[config.mk]
export PLATFORM = sky130hd
export DESIGN_NAME = lpt_machine_scheduler_flat
export DESIGN_NICKNAME = d
export VERILOG_FILES = /design/src/hdl/lpt_pkg.sv /design/src/hdl/lpt_stream_if.sv /design/src/hdl/lpt_job_ram.sv /design/src/hdl/lpt_load_ram.sv /design/src/hdl/lpt_alu.sv /design/src/hdl/lpt_machine_scheduler.sv /design/src/flat_wrapper.sv
export SDC_FILE = /design/constraint.sdc
export NUM_CORES = 2
export LEC_CHECK = 0
export BUFFER_PORTS_ARGS = -buffer_cell sky130_fd_sc_hd__buf_2
export CORE_MARGIN = 5
export CORE_UTILIZATION = 55
export DETAILED_ROUTE_END_ITERATION = 7
export PLACE_DENSITY_LB_ADDON = 0.05
export SYNTH_ARGS = -nofsm -noshare
export SYNTH_HDL_FRONTEND = slang
export SYNTH_SLANG_ARGS = --single-unit
[constraint.sdc]
create_clock -name clk_i -period 6.1 [get_ports clk_i]
set_input_delay 1.22 -clock clk_i [delete_from_list [all_inputs] [get_ports clk_i]]
set_output_delay 1.22 -clock clk_i [all_outputs]
set_load 0.03 [all_outputs]
[src/hdl/lpt_pkg.sv]
// ----------------------------------------------------------------------------
// LPT scheduler package
// Field widths, request and result payload types and the shared unit's
// operation codes for the LPT machine scheduler.
// ----------------------------------------------------------------------------
package lpt_pkg;

  localparam int TIME_W    = 16;
  localparam int JOBNUM_W  = 6;
  localparam int MACHNUM_W = 5;
  localparam int LOAD_W    = 21;
  localparam int MCFG_W    = 5;

  // Loads saturate at the all-ones value of their field.
  localparam logic [LOAD_W-1:0] LOAD_MAX = '1;

  typedef enum logic [1:0] {
    ALU_GE  = 2'b01,
    ALU_ADD = 2'b10
  } alu_op_e;

  typedef struct packed {
    logic [TIME_W-1:0] job_time;
    logic              is_last_job;
  } job_req_t;

  typedef struct packed {
    logic [JOBNUM_W-1:0]  job_number;
    logic [TIME_W-1:0]    scheduled_time;
    logic [MACHNUM_W-1:0] machine_number;
    logic [LOAD_W-1:0]    machine_load;
    logic [LOAD_W-1:0]    makespan;
    logic                 overflow_flag;
    logic                 is_last_result;
  } sched_res_t;

endpackage

[src/hdl/lpt_stream_if.sv]
// ----------------------------------------------------------------------------
// LPT scheduler stream interfaces
// Valid/ready channels for job requests and for schedule results.
// ----------------------------------------------------------------------------
interface lpt_job_if import lpt_pkg::*; ();
  logic     valid;
  logic     ready;
  job_req_t data;

  modport source (output valid, output data, input ready);
  modport sink (input valid, input data, output ready);
endinterface

interface lpt_res_if import lpt_pkg::*; ();
  logic       valid;
  logic       ready;
  sched_res_t data;

  modport source (output valid, output data, input ready);
  modport sink (input valid, input data, output ready);
endinterface

[src/hdl/lpt_job_ram.sv]
// ----------------------------------------------------------------------------
// LPT sorted job list memory
// Single write port, single read port with registered read data.
// ----------------------------------------------------------------------------
module lpt_job_ram #(
  parameter int DEPTH = 32,
  parameter int WIDTH = 21
) (
  input  logic                     clk_i,
  input  logic                     wr_en_i,
  input  logic [$clog2(DEPTH)-1:0] wr_addr_i,
  input  logic [WIDTH-1:0]         wr_data_i,
  input  logic                     rd_en_i,
  input  logic [$clog2(DEPTH)-1:0] rd_addr_i,
  output logic [WIDTH-1:0]         rd_data_o
);

  logic [WIDTH-1:0] mem_q [DEPTH];
  logic [WIDTH-1:0] rd_data_q;

  always_ff @(posedge clk_i) begin
    if (wr_en_i) begin
      mem_q[wr_addr_i] <= wr_data_i;
    end
    if (rd_en_i) begin
      rd_data_q <= mem_q[rd_addr_i];
    end
  end

  assign rd_data_o = rd_data_q;

endmodule

[src/hdl/lpt_load_ram.sv]
// ----------------------------------------------------------------------------
// LPT machine load memory
// Per-machine accumulated load with registered read and per-entry valid
// bits; an entry that has not been written since the last clear reads zero.
// ----------------------------------------------------------------------------
module lpt_load_ram import lpt_pkg::*; #(
  parameter int DEPTH = 16
) (
  input  logic                                     clk_i,
  input  logic                                     rst_ni,
  input  logic                                     clr_i,
  input  logic                                     rd_en_i,
  input  logic [((DEPTH > 1) ? $clog2(DEPTH) : 1)-1:0] rd_addr_i,
  output logic [LOAD_W-1:0]                        rd_data_o,
  input  logic                                     wr_en_i,
  input  logic [((DEPTH > 1) ? $clog2(DEPTH) : 1)-1:0] wr_addr_i,
  input  logic [LOAD_W-1:0]                        wr_data_i
);

  logic [LOAD_W-1:0] mem_q [DEPTH];
  logic [LOAD_W-1:0] rd_data_q;
  logic [DEPTH-1:0]  valid_q;
  logic              rd_valid_q;

  always_ff @(posedge clk_i) begin
    if (wr_en_i) begin
      mem_q[wr_addr_i] <= wr_data_i;
    end
    if (rd_en_i) begin
      rd_data_q <= mem_q[rd_addr_i];
    end
  end

  always_ff @(posedge clk_i or negedge rst_ni) begin
    if (!rst_ni) begin
      valid_q    <= '0;
      rd_valid_q <= 1'b0;
    end else begin
      if (clr_i) begin
        valid_q <= '0;
      end else if (wr_en_i) begin
        valid_q[wr_addr_i] <= 1'b1;
      end
      if (rd_en_i) begin
        rd_valid_q <= valid_q[rd_addr_i];
      end
    end
  end

  assign rd_data_o = rd_valid_q ? rd_data_q : '0;

endmodule

[src/hdl/lpt_alu.sv]
// ----------------------------------------------------------------------------
// LPT shared arithmetic unit
// One unsigned comparator and one saturating adder, shared by the insertion
// walk, the minimum-load scan and the load and makespan update.
// ----------------------------------------------------------------------------
module lpt_alu import lpt_pkg::*; (
  input  alu_op_e           op_i,
  input  logic [LOAD_W-1:0] a_i,
  input  logic [LOAD_W-1:0] b_i,
  output logic              ge_o,
  output logic [LOAD_W-1:0] sum_o
);

  logic [LOAD_W:0] sum_raw;

  assign sum_raw = {1'b0, a_i} + {1'b0, b_i};

  always_comb begin
    ge_o  = 1'b0;
    sum_o = '0;
    unique case (op_i)
      ALU_GE: begin
        ge_o = (a_i >= b_i);
      end
      ALU_ADD: begin
        // A carry out means the sum passed the largest load.
        sum_o = sum_raw[LOAD_W] ? LOAD_MAX : sum_raw[LOAD_W-1:0];
      end
      default: begin
        ge_o  = 1'b0;
        sum_o = '0;
      end
    endcase
  end

endmodule

[src/hdl/lpt_machine_scheduler.sv]
// ----------------------------------------------------------------------------
// LPT machine scheduler
// Collects a batch of job durations, keeps them in longest-first order and
// assigns each job to the least loaded machine, one result per job.
// ----------------------------------------------------------------------------
//
//   Channel   Direction  Handshake      Payload
//   job_i     in         valid/ready    job_time, is_last_job
//   res_o     out        valid/ready    job_number, scheduled_time,
//                                       machine_number, machine_load,
//                                       makespan, overflow_flag,
//                                       is_last_result
//   cfg       in         write enable   machine_count (5 bits)
//
// A job request is inserted by a walk from the list tail that moves past each
// entry no longer than the new job (at most the number of jobs held);
// the walk does one read and one write of the sorted list memory per cycle.
// A request that arrives with the list full is dropped when it is accepted.
// A marked request then starts the schedule: each job goes through a
// fetch, a scan over the machines, an add and an update step, where
// machines is the machine count after a zero count is raised to one and
// a large count is cut to MAX_MACHINES. The scan reads one machine load per
// cycle through the shared comparator; the update step waits while res_o
// holds back the result register.
// Reset is asynchronous and active low; no clearing pass is needed, since
// the load memory carries a valid bit per machine.
// job_i.ready is low while a request is inserted or a batch is scheduled.
// ----------------------------------------------------------------------------
module lpt_machine_scheduler import lpt_pkg::*; #(
  parameter int MAX_JOBS     = 32,
  parameter int MAX_MACHINES = 16
) (
  input  logic              clk_i,
  input  logic              rst_ni,
  input  logic              cfg_we_i,
  input  logic [MCFG_W-1:0] cfg_data_i,
  lpt_job_if.sink           job_i,
  lpt_res_if.source         res_o
);

  localparam int IDX_W  = $clog2(MAX_JOBS);
  localparam int CNT_W  = $clog2(MAX_JOBS + 1);
  localparam int MIDX_W = (MAX_MACHINES > 1) ? $clog2(MAX_MACHINES) : 1;
  localparam int MCNT_W = $clog2(MAX_MACHINES + 1);
  localparam int ENT_W  = TIME_W + IDX_W;

  localparam logic [CNT_W-1:0] CNT_FULL = CNT_W'(MAX_JOBS);

  // One entry of the sorted list: duration and zero-based arrival index.
  typedef struct packed {
    logic [TIME_W-1:0] t;
    logic [IDX_W-1:0]  idx;
  } entry_t;

  typedef enum logic [5:0] {
    S_IDLE  = 6'b000001,
    S_INS   = 6'b000010,
    S_FETCH = 6'b000100,
    S_SCAN  = 6'b001000,
    S_ADD   = 6'b010000,
    S_UPD   = 6'b100000
  } state_e;

  state_e state_q, state_d;

  // Batch control.
  logic [MCFG_W-1:0] mcount_q;
  logic [CNT_W-1:0]  count_q;
  logic              dropped_q;
  logic              last_q;
  logic [CNT_W-1:0]  pos_q;
  logic [IDX_W-1:0]  k_q;
  logic [MCNT_W-1:0] machines_q;
  logic [MIDX_W-1:0] cmp_m_q;
  logic              res_valid_q;

  // Datapath registers.
  logic [TIME_W-1:0] new_time_q;
  logic [LOAD_W-1:0] best_q;
  logic [MIDX_W-1:0] best_idx_q;
  logic [LOAD_W-1:0] new_load_q;
  logic [LOAD_W-1:0] makespan_q;
  sched_res_t        res_q;
  sched_res_t        res_d;

  // Memory and shared unit hookup.
  logic              jr_wr_en, jr_rd_en;
  logic [IDX_W-1:0]  jr_wr_addr, jr_rd_addr;
  entry_t            jr_wr_ent;
  logic [ENT_W-1:0]  jr_rd_data;
  entry_t            jr_rd_ent;

  logic              lr_clr, lr_rd_en, lr_wr_en;
  logic [MIDX_W-1:0] lr_rd_addr;
  logic [LOAD_W-1:0] lr_rd_data;

  alu_op_e           alu_op;
  logic [LOAD_W-1:0] alu_a, alu_b, alu_sum;
  logic              alu_ge;

  logic              job_acc;
  logic              out_free;
  logic              ins_shift;
  logic              start_sched;
  logic              scan_done;
  logic              batch_end;
  logic              scan_take;
  logic [MCNT_W-1:0] machines_sat;

  assign jr_rd_ent = jr_rd_data;

  assign job_i.ready = (state_q == S_IDLE);
  assign job_acc     = job_i.valid && job_i.ready;

  // The result register can take a new result when it is empty or is being
  // drained in this cycle.
  assign out_free    = !res_valid_q || res_o.ready;
  assign res_o.valid = res_valid_q;
  assign res_o.data  = res_q;

  // A new job moves past a list entry when it is at least as long: on equal
  // durations the later arrival goes first.
  assign ins_shift = (state_q == S_INS) && (pos_q != '0) && alu_ge;

  assign start_sched = (job_acc && (count_q == CNT_FULL) && job_i.data.is_last_job) ||
                       ((state_q == S_INS) && !ins_shift && last_q);

  assign scan_done = ((MCNT_W'(cmp_m_q) + MCNT_W'(1)) == machines_q);
  assign batch_end = ((CNT_W'(k_q) + CNT_W'(1)) == count_q);

  // A lower load replaces the best so far; ties keep the lower machine.
  assign scan_take = (cmp_m_q == '0) || !alu_ge;

  // Machine count zero acts as one machine; large counts saturate.
  always_comb begin
    if (mcount_q == '0) begin
      machines_sat = MCNT_W'(1);
    end else if (32'(mcount_q) > MAX_MACHINES) begin
      machines_sat = MCNT_W'(MAX_MACHINES);
    end else begin
      machines_sat = MCNT_W'(mcount_q);
    end
  end

  // Operand selection for the shared unit.
  always_comb begin
    alu_op = ALU_GE;
    alu_a  = '0;
    alu_b  = '0;
    unique case (state_q)
      S_INS: begin
        alu_a = LOAD_W'(new_time_q);
        alu_b = LOAD_W'(jr_rd_ent.t);
      end
      S_SCAN: begin
        alu_a = lr_rd_data;
        alu_b = best_q;
      end
      S_ADD: begin
        alu_op = ALU_ADD;
        alu_a  = best_q;
        alu_b  = LOAD_W'(jr_rd_ent.t);
      end
      S_UPD: begin
        alu_a = new_load_q;
        alu_b = makespan_q;
      end
      default: begin
        alu_op = ALU_GE;
      end
    endcase
  end

  // Memory port control.
  always_comb begin
    jr_wr_en   = 1'b0;
    jr_wr_addr = IDX_W'(pos_q);
    jr_wr_ent  = jr_rd_ent;
    jr_rd_en   = 1'b0;
    jr_rd_addr = IDX_W'(count_q - CNT_W'(1));
    lr_clr     = start_sched;
    lr_rd_en   = 1'b0;
    lr_rd_addr = '0;
    lr_wr_en   = 1'b0;
    unique case (state_q)
      S_IDLE: begin
        // Fetch the current tail so the walk can compare in the next cycle.
        jr_rd_en = job_acc && (count_q != CNT_FULL);
      end
      S_INS: begin
        jr_wr_en = 1'b1;
        if (ins_shift) begin
          jr_rd_en   = 1'b1;
          jr_rd_addr = IDX_W'(pos_q - CNT_W'(2));
        end else begin
          jr_wr_ent.t   = new_time_q;
          jr_wr_ent.idx = IDX_W'(count_q - CNT_W'(1));
        end
      end
      S_FETCH: begin
        jr_rd_en   = 1'b1;
        jr_rd_addr = k_q;
        lr_rd_en   = 1'b1;
      end
      S_SCAN: begin
        lr_rd_en   = !scan_done;
        lr_rd_addr = MIDX_W'(cmp_m_q + MIDX_W'(1));
      end
      S_ADD: begin
        lr_rd_en = 1'b0;
      end
      S_UPD: begin
        lr_wr_en = out_free;
      end
      default: begin
        jr_rd_en = 1'b0;
      end
    endcase
  end

  // Next result, formed in the update cycle.
  always_comb begin
    res_d.job_number     = JOBNUM_W'({1'b0, jr_rd_ent.idx} + (IDX_W + 1)'(1));
    res_d.scheduled_time = jr_rd_ent.t;
    res_d.machine_number = MACHNUM_W'({1'b0, best_idx_q} + (MIDX_W + 1)'(1));
    res_d.machine_load   = new_load_q;
    res_d.makespan       = alu_ge ? new_load_q : makespan_q;
    res_d.overflow_flag  = dropped_q;
    res_d.is_last_result = batch_end;
  end

  // Sequencer.
  always_comb begin
    state_d = state_q;
    unique case (state_q)
      S_IDLE: begin
        if (job_acc) begin
          if (count_q != CNT_FULL) begin
            state_d = S_INS;
          end else if (job_i.data.is_last_job) begin
            state_d = S_FETCH;
          end
        end
      end
      S_INS: begin
        if (!ins_shift) begin
          state_d = last_q ? S_FETCH : S_IDLE;
        end
      end
      S_FETCH: begin
        state_d = S_SCAN;
      end
      S_SCAN: begin
        if (scan_done) begin
          state_d = S_ADD;
        end
      end
      S_ADD: begin
        state_d = S_UPD;
      end
      S_UPD: begin
        if (out_free) begin
          state_d = batch_end ? S_IDLE : S_FETCH;
        end
      end
      default: begin
        state_d = S_IDLE;
      end
    endcase
  end

  always_ff @(posedge clk_i or negedge rst_ni) begin
    if (!rst_ni) begin
      state_q     <= S_IDLE;
      mcount_q    <= MCFG_W'(1);
      count_q     <= '0;
      dropped_q   <= 1'b0;
      last_q      <= 1'b0;
      pos_q       <= '0;
      k_q         <= '0;
      machines_q  <= MCNT_W'(1);
      cmp_m_q     <= '0;
      res_valid_q <= 1'b0;
    end else begin
      state_q <= state_d;
      if (cfg_we_i) begin
        mcount_q <= cfg_data_i;
      end
      if (start_sched) begin
        k_q        <= '0;
        machines_q <= machines_sat;
      end
      unique case (state_q)
        S_IDLE: begin
          if (job_acc) begin
            last_q <= job_i.data.is_last_job;
            if (count_q != CNT_FULL) begin
              count_q <= count_q + CNT_W'(1);
              pos_q   <= count_q;
            end else begin
              dropped_q <= 1'b1;
            end
          end
        end
        S_INS: begin
          if (ins_shift) begin
            pos_q <= pos_q - CNT_W'(1);
          end
        end
        S_FETCH: begin
          cmp_m_q <= '0;
        end
        S_SCAN: begin
          if (!scan_done) begin
            cmp_m_q <= cmp_m_q + MIDX_W'(1);
          end
        end
        S_ADD: begin
          cmp_m_q <= cmp_m_q;
        end
        S_UPD: begin
          if (out_free) begin
            if (batch_end) begin
              // The next request opens a new batch.
              count_q   <= '0;
              dropped_q <= 1'b0;
            end else begin
              k_q <= k_q + IDX_W'(1);
            end
          end
        end
        default: begin
          cmp_m_q <= '0;
        end
      endcase
      if ((state_q == S_UPD) && out_free) begin
        res_valid_q <= 1'b1;
      end else if (res_o.ready) begin
        res_valid_q <= 1'b0;
      end
    end
  end

  always_ff @(posedge clk_i) begin
    if (job_acc) begin
      new_time_q <= job_i.data.job_time;
    end
    if (start_sched) begin
      makespan_q <= '0;
    end
    if ((state_q == S_SCAN) && scan_take) begin
      best_q     <= lr_rd_data;
      best_idx_q <= cmp_m_q;
    end
    if (state_q == S_ADD) begin
      new_load_q <= alu_sum;
    end
    if ((state_q == S_UPD) && out_free) begin
      makespan_q <= res_d.makespan;
      res_q      <= res_d;
    end
  end

  lpt_job_ram #(
    .DEPTH (MAX_JOBS),
    .WIDTH (ENT_W)
  ) u_job_ram (
    .clk_i     (clk_i),
    .wr_en_i   (jr_wr_en),
    .wr_addr_i (jr_wr_addr),
    .wr_data_i (jr_wr_ent),
    .rd_en_i   (jr_rd_en),
    .rd_addr_i (jr_rd_addr),
    .rd_data_o (jr_rd_data)
  );

  lpt_load_ram #(
    .DEPTH (MAX_MACHINES)
  ) u_load_ram (
    .clk_i     (clk_i),
    .rst_ni    (rst_ni),
    .clr_i     (lr_clr),
    .rd_en_i   (lr_rd_en),
    .rd_addr_i (lr_rd_addr),
    .rd_data_o (lr_rd_data),
    .wr_en_i   (lr_wr_en),
    .wr_addr_i (best_idx_q),
    .wr_data_i (new_load_q)
  );

  lpt_alu u_alu (
    .op_i  (alu_op),
    .a_i   (alu_a),
    .b_i   (alu_b),
    .ge_o  (alu_ge),
    .sum_o (alu_sum)
  );

endmodule

[src/flat_wrapper.sv]
// flat-port wrapper written by rule: the top's interface ports become plain ports
module lpt_machine_scheduler_flat import lpt_pkg::*;
#(
  parameter int MAX_JOBS     = 32,
  parameter int MAX_MACHINES = 16
)
  (clk_i, rst_ni, cfg_we_i, cfg_data_i, job_i_valid, job_i_data, job_i_ready, res_o_valid, res_o_data, res_o_ready);
  lpt_job_if job_i_i ();
  lpt_res_if res_o_i ();
  input  logic clk_i;
  input  logic rst_ni;
  input  logic cfg_we_i;
  input  logic [MCFG_W-1:0] cfg_data_i;
  input wire logic [$bits(job_i_i.valid)-1:0] job_i_valid;
  input wire logic [$bits(job_i_i.data)-1:0] job_i_data;
  output wire logic [$bits(job_i_i.ready)-1:0] job_i_ready;
  output wire logic [$bits(res_o_i.valid)-1:0] res_o_valid;
  output wire logic [$bits(res_o_i.data)-1:0] res_o_data;
  input wire logic [$bits(res_o_i.ready)-1:0] res_o_ready;
  assign job_i_i.valid = job_i_valid;
  assign job_i_i.data = job_i_data;
  assign job_i_ready = job_i_i.ready;
  assign res_o_valid = res_o_i.valid;
  assign res_o_data = res_o_i.data;
  assign res_o_i.ready = res_o_ready;
  lpt_machine_scheduler #(.MAX_JOBS(MAX_JOBS), .MAX_MACHINES(MAX_MACHINES)) u_core (.clk_i(clk_i), .rst_ni(rst_ni), .cfg_we_i(cfg_we_i), .cfg_data_i(cfg_data_i), .job_i(job_i_i), .res_o(res_o_i));
endmodule
==> results.cfg <==
[detailed_routing]
detailed_route_wire_length_per_cell_um = 27.6
wirelength_um = 141000
post_drt_antenna_nets = 0
post_drt_via_cell_ratio = 6.20
post-route-drc-count = 0
drt_first_iter_violations = 3200
dr.pass1.iters = 8
vias = 31700

[placement]
finalWeightedCongestion = 0.888
placed_cells_incl_taps = 4867
hpwl_um = 88000
postPlaceCellArea_mm2 = 0.0546
placement.io_buffers = 99

[global_route]
grt_remaining_overflow = 0
global_route.usage.total_pct = 27.4
grt_antenna_before_repair = 2
maximum_number_of_pins_on_one_net_before_global_route_repair = 78
grt_first_pass_wirelength_um = 208000
grt_pass1_vias = 31400

[clocking]
cts_hold_buf = 0
cts_inserted_buffers = 132
cts_num_sinks = 1261
cts_root_buf = sky130_fd_sc_hd__clkbuf_16
clock_insertion_delay_worst_skew_ns = 0.74
clock_slew_at_the_register_clock_pins_of_the_worst_setup_and_hold_paths_ns = 0.06
cts_max_level = 4
clk_path_buf_depth = 3
tritoncts = yes

[yosys]
synth-edff-count = 1204
ys_ff_latch = 1261
synth_flop_cell = sky130_fd_sc_hd__edfxtp_1
yosys_warning_total = 0
synth_nets = 3676
seq_area_frac_synth_pct = 72.3
asyncSetResetFlopFracSynth_pct = 4.52
syn_avg_cell_area_um2 = 14.5
post_synth_num_cell_types = 79
post_synth_instance_area_mm2 = 0.0520
synth_instances = 3590

[timing]
fin_crit_sh_pct = 93.2
slew_headroom_pct = 5.87
slew_limit_fails = 0
grt_setup_unrepaired = false
fin_worst_skew_ns = 0.0289
final.min_clock_period_ns = 5.69
achievable-frequency_ghz = 0.176
timing.hold.ws_ns = 0.484
fin_tns_setup_ns = 0
setup_viol = 0
worst_max_slew_pin_slew_ns = 1.41
final-hold-violation-count = 0

[pwr]
power.static_leakage_nw = 20.3
max-vdd-ir-drop_mv = 0.547
seqPwrFrac_pct = 35.9
swShare_pct = 38.5
power_frac_clock_pct = 23.7
total_switching_power_w = 0.0124
power-per-cell-area_mw_per_mm2 = 549
internal_power_contribution_w = 0.0199
power_frac_comb_pct = 40.5

[finish]
multi_input_combinational_cell_area_mm2 = 0.0135
layout_cell_share_with_drive_strength_beyond_1_pct = 15.8
seqCellArea_mm2 = 0.0376
most_used_cells_in_the_layout_excluding_fill_and_tap_cells = sky130_fd_sc_hd__edfxtp_1 (1204), sky130_fd_sc_hd__nand2_1 (568), sky130_fd_sc_hd__mux2i_1 (212)
number_of_fill_cells_in_the_layout = 6924
layout_nets = 3836
postLayoutCellArea_mm2 = 0.0587
commonest_non_fill_non_tap_cell_in_the_layout = sky130_fd_sc_hd__edfxtp_1
final_cell_count_no_fill = 5106
area_delta_synth_final_pct = 12.9

[floorplanning]
core_area_mm2 = 0.0936
initial_utilization_pct = 55.6
die_h_um = 318
ioPinCount = 100
die_area_mm2 = 0.101
fp-row-count = 112
fp.dieW_um = 318

[setup_path]
cp_max_fo = 20
worstSetupStartpointType = register
critical-path-top-cell-by-count = sky130_fd_sc_hd__nand2_1
critical_path_buf_inv_count = 3
critical_path.max_stage_delay_ns = 0.83
timing.critical_path.arrival_ns = 6.26
setup.worst_path.end_class = register
critPathSlowestCell = sky130_fd_sc_hd__and3_1
cp_cell_sequence = nor3_2 -> nand2_1 -> or3_1 -> nand2_1 -> buf_4 -> a222oi_1 -> ha_1 -> inv_1 -> o31ai_1 -> a22o_1 -> a21oi_2 -> a21oi_2 -> o211ai_1 -> nand2_1 -> buf_4 -> and3_1 -> a32oi_1 -> o211ai_1
crit_type = register to register
worst_path_dominant_cell_family = compound AO/OA/AOI/OAI gates
cp_data_required_time_ns = 6.68

[hold_path]
min_path_type = register to register

[status]
result_of_the_run = completed

[run]
drv_cap = 0
-- layout make-up --
cell class              instances  share of cell area, %
flip-flops and latches       1261                   64.0
multi-input cells            2052                   23.0
clock buffers                 170                   6.13
repair buffers                241                   2.96
well taps                    1254                   2.67
clock inverters                63                  0.865
inverters                      62                  0.400
diodes                          3                 0.0128
-- power groups by stage --
stage | clock [W] | sequential (W) | combinational, W
floorplan | 0 | 0.0115 | 0.00795
global placement | 0 | 0.0117 | 0.0127
detailed placement | 0 | 0.0117 | 0.0130
CTS | 0.00778 | 0.0115 | 0.0130
global route | 0.00816 | 0.0116 | 0.0138
finish | 0.00764 | 0.0116 | 0.0131
-- flip-flops by register name, summed over array words and instances, names as in the netlist, 4 cells and up --
signal	cells
u_core.machines_q	5
u_core.new_time_q	16
u_core.cmp_m_q	4
u_core.u_load_ram.mem_q	336
u_core.best_q	21
u_core.u_load_ram.valid_q	16
u_core.res_o.data	71
u_core.pos_q	6
u_core.makespan_q	21
u_core.state_q	6
u_core.u_job_ram.mem_q	672
u_core.count_q	6
u_core.best_idx_q	4
u_core.u_load_ram.rd_data_q	21
u_core.u_job_ram.rd_data_o	21
u_core.mcount_q	5
u_core.k_q	5
u_core.new_load_q	21
-- worst paths after layout --
kind                                 startpoint                             to  cells past startpoint  slack [ns]
hold / removal             u_core.machines_q[0]           u_core.machines_q[0]                      2        0.48
max in group asynchronous                rst_ni              u_core.cmp_m_q[0]                      2        4.89
setup / recovery              u_core.state_q[3]  u_core.u_job_ram.rd_data_o[9]                     18        0.41
setup reg to reg              u_core.state_q[3]  u_core.u_job_ram.rd_data_o[9]                     18        0.41
hold reg to reg            u_core.machines_q[0]           u_core.machines_q[0]                      2        0.48
min in group asynchronous                rst_ni             u_core.mcount_q[3]                      2        0.64
-- cell families (layout without fill, tap and decap cells) --
kind of cell,after synthesis,count (layout),synth area share [%]
xor gates and xnor gates,45,45,0.758
buffers and inverters,277,536,2.37
and+or+nand+nor,1077,1077,9.21
muxes,305,305,6.09
DFF,1261,1261,72.3
AOI/OAI and AO/OA,566,566,7.87
adders and majority gates,59,59,1.43
other,0,3,0
-- worst register-to-register path: cells and delay by family, from the launching register on --
| family | cells | cell delay [ns] |
|---|---|---|
| AO/OA/AOI/OAI | 8 | 2.13 |
| AND/OR/NAND/NOR | 6 | 1.90 |
| buffers and inverters | 3 | 0.62 |
| flip-flops | 1 | 0.46 |
| adder cells (fa/ha/maj) | 1 | 0.45 |
-- synthesized netlist by cell type (all sizes together), types with 9 or more instances --
master | count | area, um^2
mux2i | 212 | 2120
a32oi | 62 | 543
o21ai | 59 | 295
a31oi | 20 | 125
o21a | 18 | 135
nor2 | 107 | 402
xor2 | 19 | 166
ha | 58 | 726
a311oi | 18 | 158
mux2 | 93 | 1050
inv | 61 | 229
a211oi | 10 | 92.6
nand2b | 16 | 100
nor4 | 9 | 83.8
xnor2 | 26 | 228
a22oi | 45 | 343
dfrtp | 54 | 1350
and3 | 17 | 106
nand4 | 35 | 225
nor3 | 64 | 330
nand3 | 192 | 961
o211ai | 27 | 203
a222oi | 16 | 160
buf | 97 | 559
edfxtp | 1204 | 36200
nand2 | 572 | 2150
and2 | 48 | 300
o31ai | 9 | 72.6
a21oi | 160 | 827
clkbuf | 118 | 443
o221a | 20 | 225
o221ai | 67 | 587
-- routing by layer --
layer	vias up	track usage [%]	wire, um
li1	14100	-	-
met1	16100	36.3	56700
met2	1250	46.5	70000
met3	229	4.54	9150
met4	0	9.80	5160
met5	-	0	0
-- per-stage QoR --
step           setup slack [ns]  power (W)  util, %
3_5_place_dp              0.286     0.0247     58.3
3_3_place_gp              0.493     0.0245     58.3
5_1_grt                   0.156     0.0335     62.7
2_1_floorplan             0.329     0.0194        -
4_1_cts                   0.284     0.0324     62.7
6_report                  0.414     0.0323     62.8
-- what timing repair did --
item,CTS,global route
setup endpoints to repair,0,4
gates resized for setup,0,1
buffers inserted,0,3
hold endpoints to repair,0,0
Power figures use the tool's default switching activity.
